<file path="src/rtl/mavg_pkg.sv">
// Package for the moving average filter: shared constants and the
// back-end state type. No dependencies.
`default_nettype none

package mavg_pkg;

  localparam int DEF_MAX_WINDOW  = 1024;
  localparam int DEF_SAMPLE_BITS = 16;

  localparam int CFG_W      = 11;
  localparam int DATA_W     = 32;
  localparam int ADDR_W     = 3;
  localparam int REG_IDX_W  = ADDR_W - 2;

  localparam logic [CFG_W-1:0]     WINDOW_LENGTH_RESET = CFG_W'(8);
  localparam logic [REG_IDX_W-1:0] REG_WINDOW_LENGTH   = '0;

  localparam int QUEUE_DEPTH = 2;

  typedef enum logic [2:0] {
    ST_IDLE,
    ST_READ,
    ST_ADD,
    ST_LOAD,
    ST_DIV,
    ST_OUT
  } back_state_t;

endpackage

`default_nettype wire

</file>
<file path="src/rtl/mavg_fifo.sv">
// Short queue between the front end and the back end.
// Depends on mavg_pkg.
`default_nettype none

module mavg_fifo #(
  parameter int W = mavg_pkg::DEF_SAMPLE_BITS + 1
) (
  input  wire logic         clk,
  input  wire logic         rst,
  input  wire logic         push,
  input  wire logic [W-1:0] push_data,
  output logic              full,
  input  wire logic         pop,
  output logic [W-1:0]      pop_data,
  output logic              empty
);
  import mavg_pkg::*;

  localparam int PTR_W = (QUEUE_DEPTH > 1) ? $clog2(QUEUE_DEPTH) : 1;
  localparam int CNT_W = $clog2(QUEUE_DEPTH + 1);

  logic [W-1:0]     mem [QUEUE_DEPTH];
  logic [PTR_W-1:0] wr_ptr;
  logic [PTR_W-1:0] rd_ptr;
  logic [CNT_W-1:0] count;

  assign full     = (count == CNT_W'(QUEUE_DEPTH));
  assign empty    = (count == '0);
  assign pop_data = mem[rd_ptr];

  always_ff @(posedge clk) begin
    if (push) begin
      mem[wr_ptr] <= push_data;
    end
  end

  always_ff @(posedge clk) begin
    if (rst) begin
      wr_ptr <= '0;
      rd_ptr <= '0;
      count  <= '0;
    end else begin
      if (push) begin
        wr_ptr <= (wr_ptr == PTR_W'(QUEUE_DEPTH - 1)) ? '0 : wr_ptr + 1'b1;
      end
      if (pop) begin
        rd_ptr <= (rd_ptr == PTR_W'(QUEUE_DEPTH - 1)) ? '0 : rd_ptr + 1'b1;
      end
      if (push && !pop) begin
        count <= count + 1'b1;
      end else if (pop && !push) begin
        count <= count - 1'b1;
      end
    end
  end

endmodule

`default_nettype wire

</file>
<file path="config.mk">
export PLATFORM = sky130hd
export DESIGN_NAME = mavg_fifo
export DESIGN_NICKNAME = d
export VERILOG_FILES = /design/src/rtl/mavg_pkg.sv /design/src/rtl/mavg_fifo.sv
export SDC_FILE = /design/constraint.sdc
export NUM_CORES = 1
export LEC_CHECK = 0
export CORE_ASPECT_RATIO = 1.2
export CORE_UTILIZATION = 40
export CTS_BUF_LIST = sky130_fd_sc_hd__clkbuf_8
export CTS_CLUSTER_SIZE = 40
export DETAILED_ROUTE_END_ITERATION = 10
export DONT_BUFFER_PORTS = 1
export PLACE_DENSITY = 0.55
export SETUP_SLACK_MARGIN = 0.02
export SYNTH_ARGS = -nofsm -noshare
export SYNTH_HDL_FRONTEND = slang
export SYNTH_SLANG_ARGS = --single-unit
</file>
<file path="constraint.sdc">
create_clock -name clk -period 1.4 [get_ports clk]
set_input_delay 0.28 -clock clk [delete_from_list [all_inputs] [get_ports clk]]
set_output_delay 0.28 -clock clk [all_outputs]
set_load 0.005 [all_outputs]
</file>
==> impl_results.md, run 1 <==
* Post-DRT Antenna Nets at 0
* Leakage power at 0.000640 uW
* Vias in the first global route at 699
* Critical-path cell list: clkbuf_16 > mux2_4
* Sequential fraction of the synthesis area at 78.3%
* Yosys reg bits at 39
* Simple-gate share of the synthesized area at 3.23%
* DRT Wirelength at 2.23 mm
* Worst-case clock skew at 6.16 ps
* Max-Slew Margin vs Limit at 84.0%
* Synth warn at 0
* Initial Utilization at 42.5%
* Data required, critical path at 1120 ps
* Mapped Nets at 97
* H-tree lvl count at 2
* Initial antenna violation count at 0
* Avg Vias per Cell at 5.18
* Reg-to-reg setup timing slack at 350 ps
* Ratio of cells with drive above 1 in the final layout at 34.9%
* Core Util, Final at 51.0%
* Post-synth ARST share at 0%
* Max stage delay on crit path at 400 ps
* Pwr Density at 1350 nW/um^2
* Synth cell count leaders: 34 x edfxtp_1, 17 x mux2_2, 5 x dfxtp_1, 5 x nor2_1
* Placement Setup Slack at 211 ps
* Synth Cell Area at 1430 um^2
* Post-Synth Adder-Cell Area at 0.873%
* Area added between synthesis and finish at 19.8%
* Hold Path Class: in2reg
* Site Rows at 23
* Worst-path fanout max at 4
* Overall global routing resource usage at 12.6%
* Max-Cap Viols at 0
* Diode count at 0
* Tcrit/Tclk final at 102%
* Grt met1 use at 13.7%
* Post-Synth XOR/XNOR Area at 2.45%
* RSZ-0062 raised after global routing: yes
* Slowest cell on crit path: dfxtp_4
* Residual DRC count at 0
* GRT Residual Overflow at 0
* Clock network power share at 28.7%
* Area of the core at 3370 um^2
* Crit. End Element: output pin
* Clk slew on worst S/H paths at 70 ps
* M2 GR Usage at 20.0%
* CTS root buf: clkbuf_8
* # IOs at 40
* Combinational Power Share at 11.7%
* Final worst slack at -26.7 ps
* Post-synth top area cell: edfxtp_1
* Actual slew at the worst max-slew pin at 239 ps
* Largest family of logic cells by synthesized area: multiplexers
* Clk buf depth at 2
* Post-synth top area share at 71.3%
* Synth top area cells: edfxtp_1 71%, mux2_2 13%, dfxtp_1 7.0%
* DRT iter0 DRCs at 30
* Die ar. at 3830 um^2
* Port bufs at 0
* Post-CTS Setup Bufs at 0
* # fillers at 280
* Post-synthesis mux area share at 13.4%
* Worst setup SP type: flop
* Drt wl/cell at 18.1 um
* Die height at 67.6 um
* Crit path time final at 1430 ps
* GR peak layer: met2
* Pin count of the biggest net entering global routing at 18
* Vias at 637
* Drt first pass iters at 4
* Die width at 56.6 um
* CTS Hold Bufs at 0
* Synth Area in Compound Gates at 0.699%
* Worst VDD drop at 0.835 mV
* Most common cell in the netlist: edfxtp_1
* FMAX at 0.701 GHz
* Cell count after synthesis at 75
* CTS sink count at 39
* NetSw at 482 uW
* Tot Pwr at 2330 uW
* Distinct cell type count after synthesis at 16
* Internal cell power at 1840 uW
* Worst-Skew Late Latency at 280 ps
* Status: finished with violations
* Setup Viol. Count Final at 12
* Crit path DAT at 1150 ps
* CTS tree: yes
* Synth Flop Type: edfxtp_1
* M3 GR Usage at 4.98%
* Switching part of the total at 20.7%
* HPWL Detailed at 1.34 mm
* Mean Syn Cell Area at 19.1 um^2
* Setup CP Type: reg2out
* Nets at 107
* First-pass GRT wire length at 3.36 mm
* TritonCTS buffer count at 5
* Number of synthesized flops with an enable pin at 34
* Final Wtd Congestion at 0.661
* Flop pwr share at 59.6%
* Hold Fails Final Rpt at 0
* Failing checks: negative setup slack
* Fin. max-slew vios at 0
-- critical path, delay by kind of cell, from the launching register on --
| kind | cells | cell delay, ps |
|---|---|---|
| buf+inv | 1 | 160 |
| flops | 1 | 400 |
| mux | 1 | 300 |
-- repair_timing --
action	4_1_cts	5_1_grt
setup endpoints to repair	17	17
cloned	1	1
gates resized for setup	11	9
endpoints found under the hold margin	0	0
pin swaps	0	0
-- cell families after synthesis --
logic type,count (synthesis)
fa+ha+maj,1
xor+xnor,4
buf+inv,3
compound gates,2
flops,39
simple gates,9
mux,17
-- stage by stage --
| stage | area [um^2] | instances | hold WS, ps | setup TNS (ps) |
|---|---|---|---|---|
| after floorplan | 1440 | 75 | 349 | 0 |
| after global placement | 1520 | 113 | 350 | 0 |
| after detailed placement | 1520 | 113 | 355 | 0 |
| after CTS | 1660 | 122 | 53.8 | -513 |
| after global routing | 1720 | 123 | 47.3 | -843 |
| final | 1720 | 123 | 63.6 | -207 |
-- power groups by stage --
stage	clock, uW	combinational [uW]	sequential [uW]
2_1_floorplan	0	156	1390
3_3_place_gp	0	205	1400
3_5_place_dp	0	207	1400
4_1_cts	687	244	1380
5_1_grt	738	292	1390
6_report	668	271	1390
-- per-layer routing --
metal | part of all wire [%] | vias up | wire [um]
met2 | 51 | 24 | 1130
met3 | 5.7 | 2 | 128
met1 | 43 | 313 | 950
li1 | - | 298 | -
met4 | 0.76 | 0 | 17
met5 | 0 | - | 0
-- final cells by class --
type                            instances  area (um^2)  share of cell area, %
Clock buffer                            5         68.8                   4.01
Clock inverter                          3         11.3                  0.656
Inverter                                1         3.75                  0.219
Multi-Input combinational cell         33          362                   21.1
Sequential cell                        39         1120                   65.5
Tap cell                               37         46.3                   2.70
Timing Repair Buffer                    5          100                   5.83
-- final timing paths --
| check | start | cells after the start | to |
|---|---|---|---|
| setup / recovery | flop | 2 | pop_data[4] |
| hold / removal | rst | 1 | count[1] |
| setup reg to reg | count[0] | 3 | count[1] |
| hold reg to reg | rd_ptr | 2 | rd_ptr |
-- registers in the layout (all words and copies together) (netlist names), named ones only --
register and cells:
count 2, wr_ptr 1, mem 34, rd_ptr 1
-- layout by cell type (no fill, tap or decap) --
master     netlist  final
xnor2_1          2      2
and2_1           1      1
dfxtp_4          0      1
dfxtp_1          5      4
a21oi_1          1      1
buf_4            1      1
o21ai_0          1      1
inv_1            1      4
buf_12           0      2
or3_1            1      1
and2b_2          1      1
buf_16           0      1
nor2_1           5      5
mux2_4           0     17
nor2b_2          0      1
xor2_1           2      2
clkbuf_8         0      5
ha_1             1      1
clkbuf_16        0      1
edfxtp_1        34     34
No activity file was read; power rests on OpenSTA's default activity.
==> run 2: changes to the inputs <==
--- a/config.mk
+++ b/config.mk
@@ -6,6 +6,7 @@
 export NUM_CORES = 1
 export LEC_CHECK = 0
 export CORE_ASPECT_RATIO = 1.2
+export CORE_MARGIN = 2
 export CORE_UTILIZATION = 40
 export CTS_BUF_LIST = sky130_fd_sc_hd__clkbuf_8
 export CTS_CLUSTER_SIZE = 40
==> run 2 against run 1 <==
Net effect:
- the flow finishes with violations (design-rule violations, negative setup slack)
- power is 1.0% lower
- fmax is 0.33% higher
- hold slack worse by 3.1 ps
- clock power hardly changed
- clock skew hardly changed
- design area is 1.8% lower
- sequential share of layout area is 1.2 points higher
- flip-flop and latch count stayed put
- highest routed layer unchanged
==> impl_results.md, run 2 (same netlist as run 1, synthesis figures left out) <==
* Avg Vias per Cell at 5.28
* Setup CP Type: reg2out
* M2 GR Usage at 18.4%
* Worst setup SP type: flop
* Fin. max-slew vios at 0
* Initial antenna violation count at 0
* Actual slew at the worst max-slew pin at 230 ps
* Setup Viol. Count Final at 8
* H-tree lvl count at 2
* Clock network power share at 29.0%
* Commonest cells after routing, fill and taps aside: 34 x edfxtp_1, 16 x mux2_4, 5 x nor2_1, 5 x clkbuf_8, 4 x dfxtp_1
* Clk buf depth at 2
* Crit. End Element: output pin
* Nets at 106
* Flop pwr share at 60.1%
* GR peak layer: met2
* Residual DRC count at 2
* Tcrit/Tclk final at 102%
* Final worst slack at -22.0 ps
* Grt met1 use at 7.74%
* Top reg by flops: mem
* Vias in the first global route at 683
* Crit path DAT at 1140 ps
* Pwr Density at 1370 nW/um^2
* Overall global routing resource usage at 10.8%
* Area added between synthesis and finish at 17.6%
* DRT iter0 DRCs at 22
* Worst VDD drop at 0.552 mV
* Hold Path Class: in2reg
* Hold Fails Final Rpt at 0
* Vias at 644
* NetSw at 475 uW
* CTS root buf: clkbuf_8
* Switching part of the total at 20.6%
* M3 GR Usage at 8.58%
* CTS tree: yes
* Area of the core at 3400 um^2
* Biggest regs: mem x34, count x2
* Clk slew on worst S/H paths at 60 ps
* Internal cell power at 1830 uW
* TritonCTS buffer count at 5
* Status: finished with violations
* Max-Slew Margin vs Limit at 84.7%
* FMAX at 0.703 GHz
* Drt wl/cell at 17.5 um
* Max FFs per register at 34
* Tot Pwr at 2300 uW
* Leakage power at 0.000616 uW
* Ratio of cells with drive above 1 in the final layout at 34.1%
* Drt first pass iters at 7
* Diode count at 0
* Die ar. at 4080 um^2
* Pin count of the biggest net entering global routing at 18
* Crit path time final at 1420 ps
* Worst-case clock skew at 5.68 ps
* Worst-Skew Late Latency at 280 ps
* Initial Utilization at 42.2%
* Port bufs at 0
* Max-Cap Viols at 0
* Failing checks: design-rule violations, negative setup slack
* Die height at 69.6 um
* DRT Wirelength at 2.13 mm
* Combinational Power Share at 11.0%
* RSZ-0062 raised after global routing: yes
* First-pass GRT wire length at 3.05 mm
* Hold WS at 60.5 ps
* GRT Residual Overflow at 0
* # IOs at 40
* Die width at 58.6 um
* Data required, critical path at 1120 ps
* Worst-path fanout max at 8
* Final Wtd Congestion at 0.635
* Site Rows at 23
* CTS Hold Bufs at 0
* CTS sink count at 39
* Post-DRT Antenna Nets at 0
* Commonest non-fill, non-tap cell in the layout: edfxtp_1
## run 2: layer usage
metal / part of all wire, % / wire length (um)
met1: 33 / 701
met2: 55 / 1160
met3: 11 / 237
met4: 1.4 / 30
met5: 0 / 0
## run 2: final cells by class
type,instances,area [um^2]
Clock buffer,5,68.8
Clock inverter,3,11.3
Fill cell,299,1710
Inverter,1,3.75
Multi-Input combinational cell,33,358
Sequential cell,39,1120
Tap cell,37,46.3
Timing Repair Buffer,4,72.6
## run 2: worst paths after layout
check	startpoint	endpoint	slack, ps	depth (start not counted)
worst max register to register	count[0]	count[1]	340	3
worst min register to register	rd_ptr	rd_ptr	520	2
worst min-delay path	rst	flop	60	1
worst max-delay path	flop	pop_data[10]	-20	2
## run 2: critical path: stages, from the launching register on
cell and delay (ps):
dfxtp_4 380, clkbuf_16 170, mux2_4 320
## run 2: power by group through the flow
stage               combinational, uW  clock, uW  sequential [uW]
floorplan                         156          0             1390
global route                      272        745             1390
detailed placement                205          0             1400
global placement                  202          0             1400
CTS                               209        693             1380
finish                            252        667             1380
## run 2: per-stage QoR
| step | cell area (um^2) | utilization [%] | cells | TNS [ps] | worst slack, ps |
|---|---|---|---|---|---|
| after floorplan | 1440 | - | 75 | 0 | 143 |
| after global placement | 1520 | 44.7 | 113 | 0 | 232 |
| after detailed placement | 1520 | 44.7 | 113 | 0 | 189 |
| after CTS | 1600 | 47.2 | 121 | -691 | -53.8 |
| after global routing | 1690 | 49.6 | 122 | -629 | -58.6 |
| final | 1690 | 49.6 | 122 | -115 | -22.0 |
## run 2: repair_timing
action	in CTS	in global routing
gates resized for setup	2	16
endpoints found under the setup margin	16	16
setup buffers	0	0
cloned	0	1
